### config.mk
export PLATFORM = sky130hd
export DESIGN_NAME = block_reader_writer_lock_table_top
export DESIGN_NICKNAME = d
export VERILOG_FILES = /design/src/rtl/core/brwlt_pkg.sv /design/src/rtl/core/block_reader_writer_lock_table_top.sv
export SDC_FILE = /design/constraint.sdc
export NUM_CORES = 2
export LEC_CHECK = 0
export ABC_AREA = 1
export BUFFER_PORTS_ARGS = -buffer_cell sky130_fd_sc_hd__buf_4
export CELL_PAD_IN_SITES_DETAIL_PLACEMENT = 1
export CELL_PAD_IN_SITES_GLOBAL_PLACEMENT = 1
export CORE_UTILIZATION = 30
export DETAILED_ROUTE_END_ITERATION = 12
export GPL_ROUTABILITY_DRIVEN = 0
export PLACE_DENSITY_LB_ADDON = 0.1
export SKIP_LAST_GASP = 1
export SYNTH_ARGS = -nofsm -noshare
export SYNTH_HDL_FRONTEND = slang
export SYNTH_SLANG_ARGS = --single-unit
### constraint.sdc
create_clock -name clk -period 6.95 [get_ports clk]
set_input_delay 1.39 -clock clk [delete_from_list [all_inputs] [get_ports clk]]
set_output_delay 1.39 -clock clk [all_outputs]
set_load 0.1 [all_outputs]
### src/rtl/core/brwlt_pkg.sv
// Types and codes shared by the block reader/writer lock table.
package brwlt_pkg;

	// Request codes carried in the low bits of s_tuser
	typedef logic [2:0] req_code_t;
	localparam req_code_t REQ_ACQ_READ  = 3'd0;
	localparam req_code_t REQ_ACQ_WRITE = 3'd1;
	localparam req_code_t REQ_REL_READ  = 3'd2;
	localparam req_code_t REQ_REL_WRITE = 3'd3;
	localparam req_code_t REQ_DISCARD   = 3'd4;

	// Status codes carried in m_tuser
	typedef logic [2:0] status_t;
	localparam status_t ST_GRANTED  = 3'd0;
	localparam status_t ST_WAIT     = 3'd1;
	localparam status_t ST_REFUSED  = 3'd2;
	localparam status_t ST_RELEASED = 3'd3;
	localparam status_t ST_DISCARD  = 3'd4;
	localparam status_t ST_ERROR    = 3'd5;

	// Counter widths and their saturation points
	localparam int GLOBAL_W    = 16;
	localparam int BLK_WR_W    = 7;
	localparam int BLK_LOCK_W  = 13;
	localparam int READERS_W   = 8;
	localparam int CAP_W       = 7;
	localparam int BLOCK_W     = 32;

	localparam logic [GLOBAL_W-1:0]   GLOBAL_MAX   = '1;
	localparam logic [BLK_WR_W-1:0]   BLK_WR_MAX   = '1;
	localparam logic [BLK_LOCK_W-1:0] BLK_LOCK_MAX = '1;
	localparam logic [CAP_W-1:0]      CAP_RESET    = 7'd16;

endpackage

### src/rtl/core/block_reader_writer_lock_table_top.sv
// Block reader/writer lock table: input register, combinational resolve, result register.
//
// Each request names a lock operation on one block or on all blocks and gets exactly
// one result: granted, wait (retry later, nothing changed), refused while discarding,
// released, discard set, or error. One request is taken every cycle when results
// are drained; a request is held in the input register, where the parallel tag
// match over the TABLE_DEPTH entries, the lowest-free-entry search and the maintained
// lock totals resolve it, and its result is written to the output register once that
// register is free or being drained, ready for the result transfer. The table and
// totals are updated at the same edge, so the following request already sees them.
// write_cap may only be written while no request is in flight.
module block_reader_writer_lock_table_top #(
	parameter int TABLE_DEPTH = 16,
	parameter int MAX_READERS = 255
) (
	input  logic        clk,
	input  logic        arst_n,
	// configuration
	input  logic        cfg_wr_en,
	input  logic [6:0]  cfg_wr_data,   // write_cap
	// request stream
	input  logic        s_tvalid,
	output logic        s_tready,
	input  logic [31:0] s_tdata,       // [31:0] block_number
	input  logic [4:0]  s_tuser,       // [2:0] req_type, [3] is_global, [4] even_if_discarding
	// result stream
	output logic        m_tvalid,
	input  logic        m_tready,
	output logic [15:0] m_tdata,       // [7:0] block_readers, [8] block_writer, [15:9] zero
	output logic [2:0]  m_tuser        // [2:0] status
);
	import brwlt_pkg::*;

	localparam int IDX_W        = (TABLE_DEPTH > 1) ? $clog2(TABLE_DEPTH) : 1;
	localparam int READER_LIMIT = (MAX_READERS < 255) ? MAX_READERS : 255;

	// Control state
	logic                  valid_s1;
	logic                  out_valid_q;
	logic [CAP_W-1:0]      write_cap_q;
	logic                  discard_q;
	logic [GLOBAL_W-1:0]   glob_rd_q;
	logic [GLOBAL_W-1:0]   glob_wr_q;
	logic [BLK_WR_W-1:0]   blk_wr_total_q;
	logic [BLK_LOCK_W-1:0] blk_lock_total_q;
	logic [TABLE_DEPTH-1:0] ent_valid_q;
	logic [READERS_W-1:0]  ent_readers_q [TABLE_DEPTH];
	logic                  ent_writer_q [TABLE_DEPTH];
	logic [BLOCK_W-1:0]    ent_block_q [TABLE_DEPTH];

	// Input register payload
	req_code_t             req_type_s1;
	logic                  is_global_s1;
	logic [BLOCK_W-1:0]    block_s1;
	logic                  even_s1;

	// Result register payload
	status_t               status_q;
	logic [READERS_W-1:0]  out_readers_q;
	logic                  out_writer_q;

	logic in_xfer;
	logic advance;

	// Resolve one request only when the result register is free or being drained
	assign advance  = valid_s1 && (!out_valid_q || m_tready);
	assign s_tready = !valid_s1 || advance;
	assign in_xfer  = s_tvalid && s_tready;

	// Tag match and lowest free entry
	logic             hit;
	logic [IDX_W-1:0] hit_idx;
	logic             free_found;
	logic [IDX_W-1:0] free_idx;

	always_comb begin
		hit        = 1'b0;
		hit_idx    = '0;
		free_found = 1'b0;
		free_idx   = '0;
		for (int i = TABLE_DEPTH - 1; i >= 0; i--) begin
			if (ent_valid_q[i] && ent_block_q[i] == block_s1) begin
				hit     = 1'b1;
				hit_idx = IDX_W'(i);
			end
			if (!ent_valid_q[i]) begin
				free_found = 1'b1;
				free_idx   = IDX_W'(i);
			end
		end
	end

	logic [READERS_W-1:0] sel_rd;
	logic                 sel_wr;
	assign sel_rd = hit ? ent_readers_q[hit_idx] : '0;
	assign sel_wr = hit ? ent_writer_q[hit_idx] : 1'b0;

	// Next state and status for the request in the input register
	status_t               st;
	logic [GLOBAL_W-1:0]   n_glob_rd;
	logic [GLOBAL_W-1:0]   n_glob_wr;
	logic [BLK_WR_W-1:0]   n_blk_wr_total;
	logic [BLK_LOCK_W-1:0] n_blk_lock_total;
	logic                  n_discard;
	logic                  ent_we;
	logic                  ent_alloc;
	logic [IDX_W-1:0]      ent_idx;
	logic [READERS_W-1:0]  ent_rd;
	logic                  ent_wr;
	logic                  held;
	logic                  rel_wr;

	always_comb begin
		st               = ST_ERROR;
		n_glob_rd        = glob_rd_q;
		n_glob_wr        = glob_wr_q;
		n_blk_wr_total   = blk_wr_total_q;
		n_blk_lock_total = blk_lock_total_q;
		n_discard        = discard_q;
		ent_we           = 1'b0;
		ent_alloc        = 1'b0;
		ent_idx          = hit_idx;
		ent_rd           = sel_rd;
		ent_wr           = sel_wr;
		held             = 1'b0;
		rel_wr           = (req_type_s1 == REQ_REL_WRITE);
		unique case (req_type_s1) inside
			REQ_ACQ_READ: begin
				if (discard_q) begin
					st = ST_REFUSED;
				end else if (is_global_s1) begin
					if (glob_wr_q != '0 || blk_wr_total_q != '0) begin
						st = ST_WAIT;
					end else if (glob_rd_q == GLOBAL_MAX) begin
						st = ST_ERROR;
					end else begin
						n_glob_rd = glob_rd_q + 1'b1;
						st        = ST_GRANTED;
					end
				end else if (glob_wr_q != '0 || sel_wr) begin
					st = ST_WAIT;
				end else if (blk_lock_total_q == BLK_LOCK_MAX) begin
					st = ST_ERROR;
				end else if (!hit && !free_found) begin
					st = ST_ERROR;
				end else if (hit && sel_rd >= READERS_W'(READER_LIMIT)) begin
					st = ST_ERROR;
				end else begin
					ent_we           = 1'b1;
					ent_alloc        = !hit;
					ent_idx          = hit ? hit_idx : free_idx;
					ent_rd           = sel_rd + 1'b1;
					n_blk_lock_total = blk_lock_total_q + 1'b1;
					st               = ST_GRANTED;
				end
			end
			REQ_ACQ_WRITE: begin
				if (is_global_s1) begin
					held = glob_rd_q != '0 || glob_wr_q != '0 || blk_lock_total_q != '0;
				end else begin
					held = glob_rd_q != '0 || glob_wr_q != '0 || sel_rd != '0 || sel_wr;
				end
				if (discard_q && !even_s1) begin
					st = ST_REFUSED;
				end else if (blk_wr_total_q >= write_cap_q || held) begin
					st = ST_WAIT;
				end else if (is_global_s1) begin
					if (glob_wr_q == GLOBAL_MAX) begin
						st = ST_ERROR;
					end else begin
						n_glob_wr = glob_wr_q + 1'b1;
						st        = ST_GRANTED;
					end
				end else if (blk_wr_total_q == BLK_WR_MAX ||
						blk_lock_total_q == BLK_LOCK_MAX || !free_found) begin
					st = ST_ERROR;
				end else begin
					ent_we           = 1'b1;
					ent_alloc        = 1'b1;
					ent_idx          = free_idx;
					ent_rd           = '0;
					ent_wr           = 1'b1;
					n_blk_wr_total   = blk_wr_total_q + 1'b1;
					n_blk_lock_total = blk_lock_total_q + 1'b1;
					st               = ST_GRANTED;
				end
			end
			REQ_REL_READ, REQ_REL_WRITE: begin
				if (is_global_s1) begin
					if (rel_wr) begin
						if (glob_wr_q == '0) begin
							st = ST_ERROR;
						end else begin
							n_glob_wr = glob_wr_q - 1'b1;
							st        = ST_RELEASED;
						end
					end else if (glob_rd_q == '0) begin
						st = ST_ERROR;
					end else begin
						n_glob_rd = glob_rd_q - 1'b1;
						st        = ST_RELEASED;
					end
				end else if (!hit) begin
					st = ST_ERROR;
				end else if (rel_wr ? !sel_wr : (sel_rd == '0)) begin
					st = ST_ERROR;
				end else begin
					ent_we = 1'b1;
					if (rel_wr) begin
						ent_wr = 1'b0;
						if (blk_wr_total_q != '0) begin
							n_blk_wr_total = blk_wr_total_q - 1'b1;
						end
					end else begin
						ent_rd = sel_rd - 1'b1;
					end
					if (blk_lock_total_q != '0) begin
						n_blk_lock_total = blk_lock_total_q - 1'b1;
					end
					st = ST_RELEASED;
				end
			end
			REQ_DISCARD: begin
				n_discard = 1'b1;
				st        = ST_DISCARD;
			end
			default: begin
				st = ST_ERROR;
			end
		endcase
	end

	// Lock counts of the addressed block after this request
	logic [READERS_W-1:0] res_rd;
	logic                 res_wr;
	assign res_rd = is_global_s1 ? '0 : (ent_we ? ent_rd : sel_rd);
	assign res_wr = is_global_s1 ? 1'b0 : (ent_we ? ent_wr : sel_wr);

	// Hold control state: handshake flags, register, totals and the table
	always_ff @(posedge clk or negedge arst_n) begin
		if (!arst_n) begin
			valid_s1         <= 1'b0;
			out_valid_q      <= 1'b0;
			write_cap_q      <= CAP_RESET;
			discard_q        <= 1'b0;
			glob_rd_q        <= '0;
			glob_wr_q        <= '0;
			blk_wr_total_q   <= '0;
			blk_lock_total_q <= '0;
			ent_valid_q      <= '0;
			for (int i = 0; i < TABLE_DEPTH; i++) begin
				ent_readers_q[i] <= '0;
				ent_writer_q[i]  <= 1'b0;
			end
		end else begin
			if (cfg_wr_en) begin
				write_cap_q <= cfg_wr_data;
			end
			if (in_xfer) begin
				valid_s1 <= 1'b1;
			end else if (advance) begin
				valid_s1 <= 1'b0;
			end
			if (advance) begin
				out_valid_q <= 1'b1;
			end else if (m_tready) begin
				out_valid_q <= 1'b0;
			end
			if (advance) begin
				discard_q        <= n_discard;
				glob_rd_q        <= n_glob_rd;
				glob_wr_q        <= n_glob_wr;
				blk_wr_total_q   <= n_blk_wr_total;
				blk_lock_total_q <= n_blk_lock_total;
				if (ent_we) begin
					ent_readers_q[ent_idx] <= ent_rd;
					ent_writer_q[ent_idx]  <= ent_wr;
					// drop the entry once it holds no lock
					ent_valid_q[ent_idx]   <= (ent_rd != '0) || ent_wr;
				end
			end
		end
	end

	// Block tags, and payload of the input and result registers
	always_ff @(posedge clk) begin
		if (advance && ent_we && ent_alloc) begin
			ent_block_q[ent_idx] <= block_s1;
		end
		if (in_xfer) begin
			req_type_s1  <= s_tuser[2:0];
			is_global_s1 <= s_tuser[3];
			even_s1      <= s_tuser[4];
			block_s1     <= s_tdata;
		end
		if (advance) begin
			status_q      <= st;
			out_readers_q <= res_rd;
			out_writer_q  <= res_wr;
		end
	end

	// Drive the result stream
	assign m_tvalid = out_valid_q;
	assign m_tuser  = status_q;
	assign m_tdata  = {7'd0, out_writer_q, out_readers_q};

endmodule
==> summary.txt <==
Logic synthesis
  • Synth Register Bits: ~780
  • Synth async-reset ratio: 0.2835
  • YS warnings: 0
  • Yosys cell types: 66
  • Syn avg cell area: 10.16 sq um
  • Sequential-to-total area share from yosys stat: 0.5934
  • EDFF count, synth: 561
  • Post-Syn Instances: 3,715
  • Post-Syn Area: 37,750 sq um
  • Most common flop cell mapped by yosys: edfxtp_1

GRT
  • Met1 GRT Util: 0.3257
  • Vias in the first global route: roughly 29,000
  • GRT Util Overall: 0.2266
  • GRT met3 Usage: 0.03529
  • GRT overflow: 0
  • Initial antenna violation count: 11
  • Largest net degree at the start of global routing: 69
  • First-pass GRT wire length: 207.3 mm
  • Met2 GRT Util: 0.3521
  • GRT busiest layer: met2

Floorplan
  • Die Wd: 356.7 um
  • Die area: 127,300 sq um
  • Core Region: 124,300 sq um
  • Row cnt: 129
  • IO Count: 70
  • Die Y-Extent: 356.7 um
  • Initial core utilization: 0.3038

Final layout
  • Fin area: 44,490 sq um
  • NumNets Final: 4,043
  • Layout Cells excl Fill: 5,647
  • P&R area growth vs syn: 17.85%
  • Share of cells above drive strength 1: 0.1380

Pwr
  • Cell Pwr Density: 270.1 nW/um^2
  • Final Power: 12,020 uW
  • Leak Pwr: between 0.015 and 0.02 uW
  • VDD IR max: 0.0001999 V

Critical path
  • Worst path slowest cell: inv_1
  • Largest stage delay, worst path: between 0.4 and 0.5 ns
  • Arrival @ worst endpoint: between 6 and 7 ns
  • CP dominant cell by count: inv_2
  • CP Data Required Time: about 7.3 ns
  • Nature of the critical path startpoint: flip-flop
  • Worst-path maximum fanout: 32
  • Crit. End Element: flip-flop
  • WS Path Type: reg -> reg

Clock tree
  • Max Root-Sink Buffers: 3
  • Clock Latency Late Sink: 0.72 ns
  • Clock slew at reported path FFs: about 0.050 ns
  • Clk root buf: clkbuf_16
  • Clk sinks: ~780
  • CTS tree: built
  • H-tree Lvls: 3
  • CTS Buf Count: 96
  • Hold buffers post-CTS: 0

Drt
  • Via/cell ratio: 5.019
  • DR DRC count: 0
  • Post-DRT Antenna Nets: 0
  • DR pass1 iterations: 5
  • Routed wire length: 142.9 mm
  • DR WL/cell: 25.31 um
  • Vias: 28,340
  • Initial DRC count: 2,289

STA
  • Pins Over Slew Limit: 0
  • Final WS setup: between 0.5 and 0.6 ns
  • Final setup fails: 0
  • TNS Setup: 0 ns
  • Fin. Hold Viols: 0
  • Max frequency: roughly 160 MHz
  • Clock Skew: 0.06063 ns
  • RSZ-0062 raised after global routing: no
  • Minimum clock period: 6.441 ns
  • Fin crit share: 0.9268
  • Worst-Margin Slew: 0.9975 ns
  • Slew HR: 0.3289

Flow run
  • Max Cap Violations: 0

Placement
  • Post-DP HPWL: approximately 99 mm
  • Place WS: -0.03211 ns
  • Post-Place Cell Area: 41,390 sq um
  • Placed cells: 5,469
  • Port Buf Inserts: 62

Status
  • Outcome: finished, final reports clean

Worst hold path
  • Tightest Hold Check Type: reg -> reg
-- synth_stat cells (4+ instances only) --
cell / number / area share
nor2_4: 8 / 0.0024
nand2_4: 5 / 0.0015
a221oi_1: 11 / 0.0026
inv_2: 38 / 0.0038
buf_6: 22 / 0.0066
inv_1: 283 / 0.028
nor4_1: 47 / 0.0078
a211oi_1: 19 / 0.0038
ha_1: 54 / 0.018
nor2_1: 201 / 0.020
a21oi_1: 72 / 0.0095
clkbuf_1: 28 / 0.0028
dfrtp_1: 221 / 0.15
a22o_1: 39 / 0.0090
xor2_1: 75 / 0.017
o22ai_1: 69 / 0.011
o21ai_2: 13 / 0.0030
nand2_1: 942 / 0.094
nor4b_1: 5 / 0.0012
or4_1: 12 / 0.0024
and2_1: 7 / 0.0012
nand2_2: 12 / 0.0020
nor3_1: 24 / 0.0032
o31ai_1: 8 / 0.0016
or2_2: 25 / 0.0041
o211ai_1: 14 / 0.0028
nand4_1: 60 / 0.0099
and3_1: 6 / 0.00099
edfxtp_1: 561 / 0.45
buf_2: 68 / 0.0090
o21ai_0: 301 / 0.040
o21ai_1: 63 / 0.0084
o2111ai_1: 12 / 0.0028
xnor2_1: 137 / 0.032
nand3b_1: 12 / 0.0024
buf_4: 39 / 0.0078
nand3_1: 143 / 0.019
fa_1: 4 / 0.0021
o21bai_1: 8 / 0.0016
-- through the flow --
step / utilization / hold slack, ns
after detailed placement: 0.3331 / 0.4565
after floorplan: - / 0.4367
after global routing: 0.3580 / 0.4926
after CTS: 0.3572 / 0.4719
final: 0.3580 / 0.4703
after global placement: 0.3331 / 0.4492
-- cells by family (layout without fill, tap and decap cells) --
group	Yosys count	in the layout	synth area share
AOI/OAI and AO/OA	647	647	0.1003
DFF	783	783	0.5934
other	1	9	0.00009933
and+or+nand+nor	1526	1526	0.1771
xor gates and xnor gates	212	212	0.04918
muxes	3	3	0.0008948
buffers and inverters	485	772	0.05899
adders and majority gates	58	58	0.02002
-- layer usage --
| layer | share of wire | wire, um |
|---|---|---|
| met1 | 0.47 | 67330 |
| met2 | 0.45 | 64240 |
| met3 | 0.057 | 8158 |
| met4 | 0.022 | 3181 |
| met5 | 0.000070 | 10 |
-- what timing repair did --
action / in CTS / in global routing
endpoints found under the setup margin: 32 / 575
resized for setup: 1 / 24
setup buffers: 0 / 6
-- power by group --
part / internal, uW / switching (uW)
clock: 2770 / 2110
sequential: 5220 / 211
combinational: 586 / 1110
total: 8580 / 3440
-- final cells by class --
class                   count  area, sq um
fillers                 13930        79790
well taps                1637         2048
multi-input cells        2453        13280
inverters                 326         1256
diodes                      2        5.005
clock inverters            41        405.4
flip-flops and latches    783        22400
repair buffers            276         2506
clock buffers             129         2589
-- layout by cell type (no fill, tap or decap), types with 98 or more instances in the layout --
master / netlist / layout
nand2_1: 942 / 942
edfxtp_1: 561 / 561
o21ai_0: 301 / 301
inv_1: 283 / 282
buf_4: 39 / 239
dfrtp_1: 221 / 221
nor2_1: 201 / 182
nand3_1: 143 / 142
xnor2_1: 137 / 137
clkbuf_16: 0 / 98
-- final timing paths --
check	startpoint	to	slack, ns	cells after the start
worst max-delay path	block_s1[20]$_DFFE_PP_	ent_block_q[8][24]$_DFFE_PP_	0.51	34
worst min-delay path	ent_readers_q[71]$_DFFE_PN0P_	ent_readers_q[71]$_DFFE_PN0P_	0.47	2
worst max register to register	block_s1[20]$_DFFE_PP_	ent_block_q[8][24]$_DFFE_PP_	0.51	34
worst min register to register	ent_readers_q[71]$_DFFE_PN0P_	ent_readers_q[71]$_DFFE_PN0P_	0.47	2
max in group asynchronous	arst_n	ent_valid_q[14]$_DFFE_PN0P_	4.93	2
min in group asynchronous	arst_n	ent_readers_q[116]$_DFFE_PN0P_	0.66	1
-- worst max-delay path, delay by kind of cell, from the launching register on --
family                     cells  cell delay, ns
AOI/OAI and AO/OA              3            0.35
DFF                            1            0.40
adders and majority gates      1            0.17
and+or+nand+nor               20            3.21
buffers and inverters         10            1.92
-- registers in the layout, summed over array words and instances (netlist names) --
name and count:
blk_lock_total_q 13, m_tvalid 1, glob_rd_q 16, blk_wr_total_q 7
req_type_s1 3, ent_valid_q 16, m_tuser 3, write_cap_q 7
block_s1 32, is_global_s1 1, ent_readers_q 128, ent_block_q 512
valid_s1 1, out_readers_q 8, ent_writer_q 16, discard_q 1
even_s1 1, glob_wr_q 16, out_writer_q 1
No activity file was read; power rests on OpenSTA's default activity.
